$ cat src/rtl/core/ebrf_pkg.sv
// shared types and constants for the eight-bit register-file cpu step block
// no dependencies
`default_nettype none
package ebrf_pkg;

   localparam int MemAddrBitsDef = 16;

   // high opcode nibble groups
   localparam logic [3:0] GRP_LDN  = 4'h0;
   localparam logic [3:0] GRP_INC  = 4'h1;
   localparam logic [3:0] GRP_DEC  = 4'h2;
   localparam logic [3:0] GRP_SBR  = 4'h3;
   localparam logic [3:0] GRP_LDA  = 4'h4;
   localparam logic [3:0] GRP_STR  = 4'h5;
   localparam logic [3:0] GRP_IO   = 4'h6;
   localparam logic [3:0] GRP_MISC = 4'h7;
   localparam logic [3:0] GRP_GLO  = 4'h8;
   localparam logic [3:0] GRP_GHI  = 4'h9;
   localparam logic [3:0] GRP_PLO  = 4'hA;
   localparam logic [3:0] GRP_PHI  = 4'hB;
   localparam logic [3:0] GRP_LBR  = 4'hC;
   localparam logic [3:0] GRP_SEP  = 4'hD;
   localparam logic [3:0] GRP_SEX  = 4'hE;
   localparam logic [3:0] GRP_ALU  = 4'hF;

   // low nibble codes in the misc group
   localparam logic [3:0] MISC_RET  = 4'h0;
   localparam logic [3:0] MISC_DIS  = 4'h1;
   localparam logic [3:0] MISC_LDXA = 4'h2;
   localparam logic [3:0] MISC_STXD = 4'h3;
   localparam logic [3:0] MISC_ADC  = 4'h4;
   localparam logic [3:0] MISC_SDB  = 4'h5;
   localparam logic [3:0] MISC_SHRC = 4'h6;
   localparam logic [3:0] MISC_SMB  = 4'h7;
   localparam logic [3:0] MISC_SAV  = 4'h8;
   localparam logic [3:0] MISC_MARK = 4'h9;
   localparam logic [3:0] MISC_REQ  = 4'hA;
   localparam logic [3:0] MISC_SEQ  = 4'hB;
   localparam logic [3:0] MISC_ADCI = 4'hC;
   localparam logic [3:0] MISC_SDBI = 4'hD;
   localparam logic [3:0] MISC_SHLC = 4'hE;
   localparam logic [3:0] MISC_SMBI = 4'hF;

   // special low nibbles
   localparam logic [3:0] IO_IRX     = 4'h0;
   localparam logic [3:0] IO_ILLEGAL = 4'h8;
   localparam logic [3:0] ALU_SHR    = 4'h6;
   localparam logic [3:0] ALU_SHL    = 4'hE;
   localparam logic [3:0] LDN_IDL    = 4'h0;
   localparam logic [3:0] MARK_REG   = 4'h2;

   typedef enum logic [2:0] {
      ST_CLEAR,
      ST_IDLE,
      ST_LOAD,
      ST_FETCH,
      ST_DECODE,
      ST_EXEC,
      ST_LONG2,
      ST_FINISH
   } state_type;

   typedef struct packed {
      logic clear_wr;
      logic take_req;
      logic load_wr;
      logic fetch;
      logic decode;
      logic exec;
      logic long2;
      logic finish;
   } cmd_type;

   typedef struct packed {
      logic clear_last;
      logic is_load;
      logic long_taken;
   } stat_type;

endpackage
`default_nettype wire

$ cat src/rtl/core/ebrf_ctrl.sv
// sequencer for fetch, decode, execute and result handoff
// depends on ebrf_pkg
`default_nettype none
module ebrf_ctrl
   import ebrf_pkg::*;
(
   input  wire logic     clock,
   input  wire logic     reset,
   input  wire logic     req_tvalid,
   output logic          req_tready,
   output logic          rsp_tvalid,
   input  wire logic     rsp_tready,
   input  wire stat_type stat,
   output cmd_type       cmd
);

   state_type state_ff, state_in;
   logic      rsp_valid_ff, rsp_valid_in;
   logic      out_free;

   assign out_free = !rsp_valid_ff || rsp_tready;

   always_comb begin
      state_in = state_ff;
      unique case (state_ff)
         ST_CLEAR:  if (stat.clear_last) state_in = ST_IDLE;
         ST_IDLE:   if (req_tvalid) state_in = stat.is_load ? ST_LOAD : ST_FETCH;
         ST_LOAD:   state_in = ST_FINISH;
         ST_FETCH:  state_in = ST_DECODE;
         ST_DECODE: state_in = ST_EXEC;
         ST_EXEC:   state_in = stat.long_taken ? ST_LONG2 : ST_FINISH;
         ST_LONG2:  state_in = ST_FINISH;
         ST_FINISH: if (out_free) state_in = ST_IDLE;
         default:   state_in = ST_CLEAR;
      endcase
   end

   always_comb begin
      cmd        = '0;
      req_tready = 1'b0;
      unique case (state_ff)
         ST_CLEAR:  cmd.clear_wr = 1'b1;
         ST_IDLE: begin
            req_tready   = 1'b1;
            cmd.take_req = req_tvalid;
         end
         ST_LOAD:   cmd.load_wr = 1'b1;
         ST_FETCH:  cmd.fetch = 1'b1;
         ST_DECODE: cmd.decode = 1'b1;
         ST_EXEC:   cmd.exec = 1'b1;
         ST_LONG2:  cmd.long2 = 1'b1;
         ST_FINISH: cmd.finish = out_free;
         default:   cmd = '0;
      endcase
   end

   always_comb begin
      rsp_valid_in = rsp_valid_ff && !rsp_tready;
      if (cmd.finish) begin
         rsp_valid_in = 1'b1;
      end
   end

   always_ff @(posedge clock) begin
      if (reset) begin
         state_ff     <= ST_CLEAR;
         rsp_valid_ff <= 1'b0;
      end else begin
         state_ff     <= state_in;
         rsp_valid_ff <= rsp_valid_in;
      end
   end

   assign rsp_tvalid = rsp_valid_ff;

endmodule
`default_nettype wire

$ cat config.mk
export PLATFORM = sky130hd
export DESIGN_NAME = ebrf_ctrl
export DESIGN_NICKNAME = d
export VERILOG_FILES = /design/src/rtl/core/ebrf_pkg.sv /design/src/rtl/core/ebrf_ctrl.sv
export SDC_FILE = /design/constraint.sdc
export NUM_CORES = 1
export LEC_CHECK = 0
export CORE_AREA = 8 8 45 47
export DETAILED_ROUTE_END_ITERATION = 16
export DIE_AREA = 0 0 53 55
export DONT_BUFFER_PORTS = 1
export HOLD_SLACK_MARGIN = 0.02
export PLACE_DENSITY_LB_ADDON = 0.12
export REMOVE_ABC_BUFFERS = 1
export SLEW_MARGIN = 20
export SYNTH_ARGS = -nofsm -noshare
export SYNTH_HDL_FRONTEND = slang
export SYNTH_SLANG_ARGS = --single-unit
$ cat constraint.sdc
create_clock -name clock -period 1 [get_ports clock]
set_input_delay 0.1 -clock clock [delete_from_list [all_inputs] [get_ports clock]]
set_output_delay 0.1 -clock clock [all_outputs]
set_load 0.005 [all_outputs]
==> summary.txt, run 1 <==
GRT
  – Pin count of the biggest net entering global routing: 7
  – Number of antenna violations at the first check in global routing: 0
  – Overall overflow remaining after global route: 0
  – Number of global-route vias before repair: 365
  – Overall routing resource usage: 8.087%
  – First-pass GRT wire length: 1662 um

Logic synthesis
  – Netlist Area Pre-Place: 279.0 sq um
  – Commonest register cell after synthesis: sky130_fd_sc_hd__dfxtp_1
  – Share of the synthesized area in the top cell type: 28.70%
  – Async set-or-reset flop fraction in the synthesized netlist: 0%
  – Post-synth EDFFs: 0
  – Syn avg cell area: 8.455 sq um
  – Post-synthesis cell type count: 17
  – Number of instances in the synthesized netlist: 33
  – Proportion of synthesized chip area in sequential cells: 28.70%
  – Leading cell type by number of instances after synthesis: sky130_fd_sc_hd__nor2_1
  – Cell types occupying the most area after synthesis: sky130_fd_sc_hd__dfxtp_1, sky130_fd_sc_hd__a2111oi_2, sky130_fd_sc_hd__buf_6, sky130_fd_sc_hd__nor2_1, sky130_fd_sc_hd__nor3b_1
  – Synth Register Bits: 4
  – Ranking of synthesized cells by instance count: sky130_fd_sc_hd__nor2_1, sky130_fd_sc_hd__dfxtp_1, sky130_fd_sc_hd__nor3_1
  – Dominant cell type by area after synthesis: sky130_fd_sc_hd__dfxtp_1
  – Warning count from the yosys run: 0

Critical path
  – Kind of end point of the critical path: output port
  – Slowest Stage Delay on Critical Path: 350 ps
  – Depth of the worst register-to-register path: 3
  – Type of origin of the critical path: register
  – Worst Path Required: 900 ps
  – Standard cell with the maximum stage delay on the critical path: sky130_fd_sc_hd__dfxtp_4
  – Worst path buffer plus inverter count: 2
  – Instance count on the critical path: 3
  – Cell breakdown of the critical path: buf_6 > buf_6 > nor3b_4
  – Worst path arrival time: 1030 ps
  – Library cell appearing most often on the critical path: sky130_fd_sc_hd__buf_6
  – Family with the most delay on the worst path: flip-flops
  – Largest fanout on the critical path: 5
  – Type of the setup path with the least slack: reg2out

Clock network
  – Clock transition at path regs: 40 ps
  – Number of buffers on the longest clock path: 2
  – Clock insertion delay at the later pin of the skew report: 230 ps
  – Total clock sinks: 4
  – CTS H-Tree Depth: 1
  – Root Driver: sky130_fd_sc_hd__clkbuf_4
  – Total CTS buffers: 3
  – Clock tree from TritonCTS: yes

Outcome
  – Status: finished with violations
  – Failing checks: negative setup slack

Power
  – Worst ir drop on vdd: 0.0007259 V
  – Final Power: 694.5 uW
  – Pwr Density: 1156 nW/um^2
  – Pleak: 0.0002281 uW

Timing
  – Max-slew violation count: 0
  – Final critical-path share of the clock period: 113.4%
  – Worst slew pin tran: 361.0 ps
  – Number of hold violations in the final report: 0
  – Number of setup violations in the final report: 11
  – Setup repair after global routing missed its margin: yes
  – Final critical path time including I/O delays and setup: 1134 ps
  – Hold slack final: 110.0 ps
  – Fmax: 881.6 MHz
  – Normalized max-slew margin: 75.88%
  – Least setup slack across all paths after layout: -134.3 ps
  – Clock skew: 0.5411 ps
  – Final sum of negative setup slack: -963.6 ps

Cells and area
  – Combined area of the multi-input logic cells: 276.5 sq um
  – Fill cell total of the finished layout: 142
  – Footprint of the flip-flops and latches: 90.09 sq um
  – Share of post-route cells with drive strength above 1: 84.62%
  – Antenna diode count: 0
  – Synth-to-Final Area Change: 115.2%
  – Final core utilization: 43.40%
  – NumNets Final: 61

Detailed routing
  – Antenna Nets Post-Route: 0
  – Initial detailed-routing violation count: 4
  – Via-per-instance ratio: 4.721
  – Number of detailed-routing iterations run before antenna repair: 4
  – Residual DRC: 0
  – Total wire length: 1006 um
  – Average routed wire per standard cell: 14.79 um
  – Via count of the routed design: 321

Place
  – Final RePlAce weighted congestion: 0.6635
  – Half-perimeter wire length after placement: 692.9 um
  – Count of input and output buffers: 0
  – Pre-CTS worst setup slack: -86.29 ps

Job
  – Number of max-cap violations: 0

Worst hold path
  – Worst hold path class: in2reg
  – Depth of the worst hold-timing path: 3

Die
  – Initial Util: 20.16%
  – Horizontal die dimension: 53 um
  – Overall die area: 2915 sq um
  – Cell Rows: 14
  – Number of top-level design ports: 17
  – Vertical die dimension: 55 um
  – Core area: 1384 sq um
area by class of cell:
type | count | area share, %
tap | 16 | 3.333
inverter | 1 | 1.042
sequential | 4 | 15.00
timing repair buffer | 19 | 30.83
clock buffer | 3 | 3.750
multi-input combinational | 25 | 46.04
worst min-delay path: cells and delay by family:
family / cells / cell delay (ps)
and+or+nand+nor: 2 / 150
AOI/OAI and AO/OA: 1 / 40
where the power goes:
group | internal [uW] | switching [uW] | total, uW
Sequential | 178 | 21.7 | 199
Clock | 134 | 62.8 | 197
Combinational | 157 | 141 | 298
Total | 469 | 226 | 694
cells in the final DEF (no fill, tap or decap):
master                           n
sky130_fd_sc_hd__buf_6          10
sky130_fd_sc_hd__a21oi_2         1
sky130_fd_sc_hd__nor2_4          2
sky130_fd_sc_hd__nor2b_1         1
sky130_fd_sc_hd__a2111oi_4       2
sky130_fd_sc_hd__nor2_2          3
sky130_fd_sc_hd__nor3_1          1
sky130_fd_sc_hd__nor3b_4         3
sky130_fd_sc_hd__nand2_4         1
sky130_fd_sc_hd__o21ai_2         1
sky130_fd_sc_hd__nor2_1          1
sky130_fd_sc_hd__inv_4           1
sky130_fd_sc_hd__nand3_2         1
sky130_fd_sc_hd__nor3_2          2
sky130_fd_sc_hd__dfxtp_4         2
sky130_fd_sc_hd__nor2b_2         1
sky130_fd_sc_hd__dfxtp_2         2
sky130_fd_sc_hd__and2_2          1
sky130_fd_sc_hd__nor3b_1         1
sky130_fd_sc_hd__buf_4           7
sky130_fd_sc_hd__clkbuf_4        3
sky130_fd_sc_hd__nand2_1         1
sky130_fd_sc_hd__nor3_4          1
sky130_fd_sc_hd__or3_1           1
sky130_fd_sc_hd__dlygate4sd3_1   2
registers in the layout, indices dropped and copies added, names as in the netlist:
register,count
rsp_tvalid,1
state_ff,3
worst paths after layout:
path         slack (ps)                       end                      from
max                -130                    cmd[1]  state_ff[0]$_SDFFE_PP0P_
min                 110  state_ff[1]$_SDFFE_PP0P_                rsp_tready
max reg2reg         -70  state_ff[0]$_SDFFE_PP0P_  state_ff[0]$_SDFFE_PP0P_
min reg2reg         620  state_ff[0]$_SDFFE_PP0P_  state_ff[2]$_SDFFE_PP0P_
cell families (layout without fill, tap and decap cells):
kind of cell | count (synthesis) | after routing | synth area share [%]
simple gates | 21 | 21 | 44.39
compound gates | 4 | 4 | 15.69
flops | 4 | 4 | 28.70
buf+inv | 4 | 23 | 11.21
per-stage QoR:
stage                     area, sq um  instances
after floorplan                 251.5         30
after global placement          354.1         57
after detailed placement        354.1         57
after CTS                       539.3         66
after global routing            600.6         68
final                           600.6         68
layer usage:
| layer | track usage, % | wire length [um] | share of wire (%) |
|---|---|---|---|
| met4 | 5.172 | 15 | 1.5 |
| met2 | 13.09 | 521 | 52 |
| met1 | 7.599 | 342 | 34 |
| met3 | 5.080 | 126 | 13 |
| met5 | 0 | 0 | 0 |
what timing repair did:
item	4_1_cts	5_1_grt
hold buffers	2	0
endpoints found under the hold margin	4	0
gates resized for setup	26	12
cloned	0	0
pin swaps	9	7
setup endpoints to repair	11	11
setup buffers	4	2
No activity file was read; power rests on OpenSTA's default activity.
==> inputs of run 2 (changes only) <==
--- a/config.mk
+++ b/config.mk
@@ -5,7 +5,9 @@
 export SDC_FILE = /design/constraint.sdc
 export NUM_CORES = 1
 export LEC_CHECK = 0
+export ABC_AREA = 1
 export CORE_AREA = 8 8 45 47
+export CTS_BUF_LIST = sky130_fd_sc_hd__clkbuf_4 sky130_fd_sc_hd__clkbuf_8
 export DETAILED_ROUTE_END_ITERATION = 16
 export DIE_AREA = 0 0 53 55
 export DONT_BUFFER_PORTS = 1
==> summary.txt, run 2 <==
Outcome
  – Status: finished with violations
  – Failing checks: negative setup slack

Place
  – Post-Place Cell Area: 376.6 sq um (+6.4%)
  – Post-placement cell count: 77 (+35%)
  – Final RePlAce weighted congestion: 0.7282 (+9.8%)
  – Half-perimeter wire length after placement: 732.4 um (+5.7%)
  – Count of input and output buffers: 0 (unchanged)

Logic synthesis
  – Proportion of synthesized chip area in sequential cells: 27.71% (-0.99 points)
  – Post-synthesis cell type count: 14 (-3)
  – Async set-or-reset flop fraction in the synthesized netlist: 0% (unchanged)
  – Leading cell type by number of instances after synthesis: sky130_fd_sc_hd__nand2_1
  – Synth Register Bits: 4 (unchanged)
  – Syn avg cell area: 5.558 sq um (-34%)
  – Post-synth EDFFs: 0 (unchanged)
  – Dominant cell type by area after synthesis: sky130_fd_sc_hd__dfxtp_1
  – Netlist Area Pre-Place: 289.0 sq um (+3.6%)
  – Commonest register cell after synthesis: sky130_fd_sc_hd__dfxtp_1
  – Number of instances in the synthesized netlist: 52 (+58%)
  – Cell types occupying the most area after synthesis: sky130_fd_sc_hd__dfxtp_1, sky130_fd_sc_hd__nand2_1, sky130_fd_sc_hd__nor2_1, sky130_fd_sc_hd__inv_1, sky130_fd_sc_hd__nand3_1
  – Ranking of synthesized cells by instance count: sky130_fd_sc_hd__nand2_1, sky130_fd_sc_hd__nor2_1, sky130_fd_sc_hd__inv_1
  – Warning count from the yosys run: 0 (unchanged)
  – Share of the synthesized area in the top cell type: 27.71% (-0.99 points)

Timing
  – Final critical path time including I/O delays and setup: 1079 ps (-54.96 ps)
  – Clock skew: 0.6946 ps (+0.1535 ps)
  – Normalized max-slew margin: 89.36% (+13 points)
  – Number of hold violations in the final report: 0 (unchanged)
  – Fmax: 926.5 MHz (+5.1%)
  – Least setup slack across all paths after layout: -79.35 ps (+54.96 ps)
  – Hold slack final: 52.34 ps (-57.66 ps)
  – Setup repair after global routing missed its margin: yes
  – Final critical-path share of the clock period: 107.9% (-5.5 points)
  – Max-slew violation count: 0 (unchanged)
  – Number of setup violations in the final report: 6 (-5)
  – Worst slew pin tran: 159.1 ps (-201.9 ps)

Power
  – Logic gate share of total power: 65.3% (+22 points)
  – Power share of the sequential group: 23.5% (-5.2 points)
  – Worst ir drop on vdd: 0.001026 V (+41%)
  – Pwr Density: 3220 nW/um^2 (+180%)
  – Sw Share: 45.25% (+13 points)
  – Final Power: 1668 uW (+140%)
  – Pleak: 0.0002565 uW (+12%)
  – Cell internal pwr: 913.1 uW (+95%)
  – P_sw: 754.8 uW (+230%)
  – Relative contribution of the clock network to total power: 11.2% (-17 points)

Critical path
  – Worst setup slack for register-to-register paths: 30 ps (+100 ps)
  – Type of origin of the critical path: register
  – R2R Path End: state_ff[1]$_SDFFE_PP0P_
  – Largest fanout on the critical path: 6 (+1)
  – Type of the setup path with the least slack: reg2out
  – Slowest Stage Delay on Critical Path: 360 ps (about the same)
  – Worst path arrival time: 980 ps (-50 ps)
  – Reg-to-reg critical path startpoint: state_ff[1]$_SDFFE_PP0P_
  – Cell breakdown of the critical path: inv_2 > nand2_2 > buf_6 > nor3_4
  – Family with the most delay on the worst path: flip-flops
  – Depth of the worst register-to-register path: 6 (+3)
  – Worst Path Required: 900 ps (about the same)
  – Worst path buffer plus inverter count: 2 (unchanged)
  – Instance count on the critical path: 4 (+1)
  – Kind of end point of the critical path: output port
  – Standard cell with the maximum stage delay on the critical path: sky130_fd_sc_hd__dfxtp_4

GRT
  – Number of antenna violations at the first check in global routing: 0 (unchanged)
  – Number of global-route vias before repair: 350 (-4.1%)
  – First-pass GRT wire length: 1442 um (-13%)
  – Overall routing resource usage: 6.831% (-1.3 points)
  – Pin count of the biggest net entering global routing: 7 (unchanged)
  – Overall overflow remaining after global route: 0 (unchanged)

Detailed routing
  – Total wire length: 932 um (-7.4%)
  – Average routed wire per standard cell: 11.23 um (-24%)
  – Via count of the routed design: 350 (+9.0%)
  – Residual DRC: 0 (unchanged)
  – Number of detailed-routing iterations run before antenna repair: 1 (-3)
  – Antenna Nets Post-Route: 0 (unchanged)
  – Wire length on met3: 86 um (-32%)
  – Met2 routed WL: 505 um (-3.1%)
  – Top routing layer used: met3
  – Via-per-instance ratio: 4.217 (-11%)
  – M1 wire length: 340 um (-0.58%)
  – Initial detailed-routing violation count: 0 (-4)

Cells and area
  – Final design instance area without fill: 518.0 sq um (-14%)
  – Footprint of the flip-flops and latches: 91.34 sq um (+1.4%)
  – Fill cell total of the finished layout: 163 (+15%)
  – Share of post-route cells with drive strength above 1: 52.24% (-32 points)
  – Register name with the most flops: state_ff
  – Max reg flops: 3 (unchanged)
  – Synth-to-Final Area Change: 79.22%
  – NumNets Final: 76 (+25%)
  – Antenna diode count: 0 (unchanged)
  – Final core utilization: 37.43% (-6.0 points)
  – Non-filler instance count after layout: 83 (+22%)
  – Combined area of the multi-input logic cells: 232.7 sq um (-16%)
  – Commonest non-fill, non-tap cell in the layout: sky130_fd_sc_hd__nand2_1
  – Leading cell types in the layout, fill and taps excluded: sky130_fd_sc_hd__nand2_1, sky130_fd_sc_hd__buf_4, sky130_fd_sc_hd__inv_1, sky130_fd_sc_hd__nor2_1, sky130_fd_sc_hd__nor2_2

Clock network
  – CTS H-Tree Depth: 1 (unchanged)
  – Total clock sinks: 4 (unchanged)
  – Root Driver: sky130_fd_sc_hd__clkbuf_4
  – Clock tree from TritonCTS: yes
  – Total CTS buffers: 3 (unchanged)
  – Clock insertion delay at the later pin of the skew report: 230 ps (about the same)
  – Number of buffers on the longest clock path: 2 (unchanged)
  – Clock transition at path regs: 30 ps (about the same)

Worst hold path
  – Startpoint of the tightest hold check path: reset
  – Depth of the worst hold-timing path: 3 (unchanged)
  – Hold worst-path end: state_ff[0]$_SDFFE_PP0P_
  – Worst hold path class: in2reg

Die
  – Cell Rows: 14 (unchanged)
  – Horizontal die dimension: 53 um (unchanged)
  – Number of top-level design ports: 17 (unchanged)
  – Vertical die dimension: 55 um (unchanged)
  – Overall die area: 2915 sq um (unchanged)
  – Core area: 1384 sq um (unchanged)
  – Initial Util: 20.89% (+0.72 points)

Job
  – Number of max-cap violations: 0 (unchanged)
==> run 2: changes by cell type after synthesis, sizes merged, moves of 2 or more <==
cell	before	now
nand2	2	14
inv	1	10
nor2	6	13
nor3b	4	0
nand3	1	4
a2111oi	2	0
buf	3	1
nor2b	2	0
==> run 2: worst max path at each step <==
stage | start | endpoint | slack [ps]
finish | state_ff[1]$_SDFFE_PP0P_ | cmd[6] | -80
detailed placement | state_ff[0]$_SDFFE_PP0P_ | state_ff[0]$_SDFFE_PP0P_ | -60
floorplan | state_ff[2]$_SDFFE_PP0P_ | state_ff[1]$_SDFFE_PP0P_ | 50
global placement | state_ff[0]$_SDFFE_PP0P_ | state_ff[0]$_SDFFE_PP0P_ | -50
global route | state_ff[0]$_SDFFE_PP0P_ | cmd[2] | -130
CTS | state_ff[1]$_SDFFE_PP0P_ | cmd[0] | -80
==> run 2: area by class of cell <==
type                    instances  area share, %
clock buffers                   3          4.348
inverters                      10          7.729
multi-input cells              37          44.93
flip-flops and latches          4          17.63
well taps                      16          3.865
repair buffers                 13          21.50
==> run 2: power by group through the flow <==
stage,logic [uW],clock network [uW],registers [uW]
2_1_floorplan,439,0,316
3_3_place_gp,783,0,325
3_5_place_dp,773,0,323
4_1_cts,903,200,374
5_1_grt,1220,209,408
6_report,1090,187,392
==> run 2: logic make-up after synthesis <==
group	Yosys count	share of synthesized area [%]
flip-flops	4	27.71
AND/OR/NAND/NOR	34	50.65
AO/OA/AOI/OAI	3	6.058
buffers and inverters	11	15.58
==> run 2: stage by stage <==
| step | setup TNS [ps] | setup slack [ps] |
|---|---|---|
| global placement | -118.4 | -54.04 |
| CTS | -488.1 | -80.62 |
| detailed placement | -118.0 | -59.98 |
| finish | -307.1 | -79.35 |
| global route | -905.9 | -125.6 |
| floorplan | 0 | 48.18 |
==> run 2: timing repair <==
item,CTS,global route
resized for setup,21,8
gates cloned,0,0
hold endpoints to repair,1,0
hold buffers,1,0
setup endpoints to repair,12,12
buffers inserted,0,3
==> run 2: metal layers <==
metal / up-vias / global-route usage (%)
met5: - / 0
met2: 8 / 11.91
met3: 0 / 3.209
li1: 187 / -
met4: 0 / 5.172
met1: 155 / 6.079
==> run 2: worst min-delay path, stage by stage <==
cell,delay [ps]
sky130_fd_sc_hd__inv_1,40
sky130_fd_sc_hd__nand2_1,60
sky130_fd_sc_hd__nor2_1,40
==> inputs of run 3 (changes only) <==
--- a/config.mk
+++ b/config.mk
@@ -14,6 +14,7 @@
 export HOLD_SLACK_MARGIN = 0.02
 export PLACE_DENSITY_LB_ADDON = 0.12
 export REMOVE_ABC_BUFFERS = 1
+export SKIP_CTS_REPAIR_TIMING = 1
 export SLEW_MARGIN = 20
 export SYNTH_ARGS = -nofsm -noshare
 export SYNTH_HDL_FRONTEND = slang
==> summary.txt, run 3 (same netlist as run 2, synthesis figures left out) <==
Critical path
  – Slowest Stage Delay on Critical Path: 360 ps (about the same)
  – Worst Path Required: 900 ps (about the same)
  – Type of origin of the critical path: register
  – Largest fanout on the critical path: 6 (unchanged)
  – Worst path arrival time: 990 ps (about the same)
  – Kind of end point of the critical path: output port
  – Cell breakdown of the critical path: inv_2 > nand2_2 > buf_4 > nor3_4
  – Standard cell with the maximum stage delay on the critical path: sky130_fd_sc_hd__dfxtp_4
  – Type of the setup path with the least slack: reg2out

Cells and area
  – Commonest non-fill, non-tap cell in the layout: sky130_fd_sc_hd__nand2_1
  – NumNets Final: 75 (-1.3%)
  – Final core utilization: 36.35% (-1.1 points)
  – Register name with the most flops: state_ff
  – Max reg flops: 3 (unchanged)
  – Share of post-route cells with drive strength above 1: 50.00% (-2.2 points)
  – Fill cell total of the finished layout: 162 (-0.61%)
  – Footprint of the flip-flops and latches: 88.84 sq um (-2.7%)
  – Combined area of the multi-input logic cells: 230.2 sq um (-1.1%)
  – Antenna diode count: 0 (unchanged)
  – Synth-to-Final Area Change: 74.03%
  – Non-filler instance count after layout: 82 (-1.2%)
  – Leading cell types in the layout, fill and taps excluded: sky130_fd_sc_hd__nand2_1, sky130_fd_sc_hd__buf_4, sky130_fd_sc_hd__inv_1, sky130_fd_sc_hd__nor2_1, sky130_fd_sc_hd__nor2_2

Clock network
  – Number of buffers on the longest clock path: 2 (unchanged)
  – Root Driver: sky130_fd_sc_hd__clkbuf_4
  – Total CTS buffers: 3 (unchanged)
  – Total clock sinks: 4 (unchanged)
  – Clock insertion delay at the later pin of the skew report: 230 ps (about the same)
  – Clock tree from TritonCTS: yes
  – Clock transition at path regs: 30 ps (about the same)
  – CTS H-Tree Depth: 1 (unchanged)

GRT
  – Overall overflow remaining after global route: 0 (unchanged)
  – First-pass GRT wire length: 1373 um (-4.8%)
  – Pin count of the biggest net entering global routing: 7 (unchanged)
  – Number of global-route vias before repair: 336 (-4.0%)
  – Overall routing resource usage: 6.496% (-0.33 points)
  – Number of antenna violations at the first check in global routing: 0 (unchanged)

Job
  – Number of max-cap violations: 0 (unchanged)

Die
  – Number of top-level design ports: 17 (unchanged)
  – Overall die area: 2915 sq um (unchanged)
  – Vertical die dimension: 55 um (unchanged)
  – Horizontal die dimension: 53 um (unchanged)
  – Initial Util: 20.89% (unchanged)
  – Core area: 1384 sq um (unchanged)
  – Cell Rows: 14 (unchanged)

Timing
  – Least setup slack across all paths after layout: -85.01 ps (-5.659 ps)
  – Number of setup violations in the final report: 8 (+2)
  – Normalized max-slew margin: 86.66% (-2.7 points)
  – Final critical path time including I/O delays and setup: 1085 ps (+5.659 ps)
  – Max-slew violation count: 0 (unchanged)
  – Worst slew pin tran: 199.8 ps (+40.79 ps)
  – Setup repair after global routing missed its margin: yes
  – Number of hold violations in the final report: 0 (unchanged)
  – Clock skew: 0.6006 ps (-0.09395 ps)
  – Final critical-path share of the clock period: 108.5% (+0.57 points)
  – Hold slack final: 52.68 ps (+0.3387 ps)
  – Fmax: 921.7 MHz (-0.52%)

Place
  – Pre-CTS worst setup slack: -59.98 ps (unchanged)
  – Count of input and output buffers: 0 (unchanged)
  – Post-placement cell count: 77 (unchanged)
  – Half-perimeter wire length after placement: 732.4 um (unchanged)
  – Final RePlAce weighted congestion: 0.7282 (unchanged)

Detailed routing
  – Residual DRC: 0 (unchanged)
  – Number of detailed-routing iterations run before antenna repair: 1 (unchanged)
  – Via-per-instance ratio: 4.098 (-2.8%)
  – Via count of the routed design: 336 (-4.0%)
  – Initial detailed-routing violation count: 0 (unchanged)
  – Total wire length: 872 um (-6.4%)
  – Average routed wire per standard cell: 10.63 um (-5.3%)
  – Antenna Nets Post-Route: 0 (unchanged)

Power
  – Cell internal pwr: 876.0 uW (-4.1%)
  – Pwr Density: 3200 nW/um^2 (-0.61%)
  – Power share of the sequential group: 23.1% (-0.4 points)
  – P_sw: 733.7 uW (-2.8%)
  – Logic gate share of total power: 65.2% (about the same)
  – Sw Share: 45.58% (+0.33 points)
  – Pleak: 0.0002471 uW (-3.7%)
  – Relative contribution of the clock network to total power: 11.6% (+0.4 points)
  – Worst ir drop on vdd: 0.0009962 V (-2.9%)

Outcome
  – Failing checks: negative setup slack
  – Status: finished with violations

Worst hold path
  – Worst hold path class: in2reg
[run 3: cell count changes in the layout (fill, tap and decap cells not counted)]
| cell | change |
|---|---|
| sky130_fd_sc_hd__dfxtp_4 | -1 |
| sky130_fd_sc_hd__nand2_2 | -1 |
| sky130_fd_sc_hd__nand2_1 | +1 |
| sky130_fd_sc_hd__dfxtp_2 | +1 |
| sky130_fd_sc_hd__inv_4 | -1 |
| sky130_fd_sc_hd__buf_4 | -1 |
| sky130_fd_sc_hd__inv_2 | +1 |
[run 3: final cells by class]
type,count,share of cell area (%)
Multi-Input combinational cell,37,45.77
Inverter,10,7.463
Clock buffer,3,4.478
Timing Repair Buffer,12,20.65
Sequential cell,4,17.66
Tap cell,16,3.980
[run 3: stage by stage]
step / power [uW] / setup TNS (ps) / area (sq um)
2_1_floorplan: 755.0 / 0 / 281.5
3_3_place_gp: 1107 / -118.4 / 376.6
3_5_place_dp: 1096 / -118.0 / 376.6
4_1_cts: 1299 / -1681 / 399.1
5_1_grt: 1789 / -1015 / 503.0
6_report: 1610 / -297.3 / 503.0
[run 3: layer usage]
metal,track usage (%),up-vias,routed length [um]
met5,0,-,0
met4,5.172,0,0
met3,3.476,0,84
met2,11.33,8,470
met1,5.455,143,317
li1,-,185,-
[run 3: worst max-delay path, delay by kind of cell, from the launching register on]
| kind | cells | cell delay (ps) |
|---|---|---|
| buffers and inverters | 2 | 210 |
| flip-flops | 1 | 360 |
| AND/OR/NAND/NOR | 2 | 190 |
[run 3: power groups by stage]
stage	Clock [uW]	Sequential, uW	Combinational (uW)
after floorplan	0	316	439
after global placement	0	325	783
after detailed placement	0	323	773
after CTS	201	320	779
after global routing	209	389	1190
final	187	373	1050
[run 3: worst paths after layout]
| check | to | slack [ps] | startpoint | cells after the start |
|---|---|---|---|---|
| worst max-delay path | cmd[6] | -90 | state_ff[1]$_SDFFE_PP0P_ | 4 |
| worst min-delay path | state_ff[0]$_SDFFE_PP0P_ | 50 | reset | 3 |
| worst max register to register | state_ff[1]$_SDFFE_PP0P_ | 10 | state_ff[2]$_SDFFE_PP0P_ | 6 |
| worst min register to register | state_ff[2]$_SDFFE_PP0P_ | 630 | rsp_tvalid$_SDFF_PP0_ | 4 |
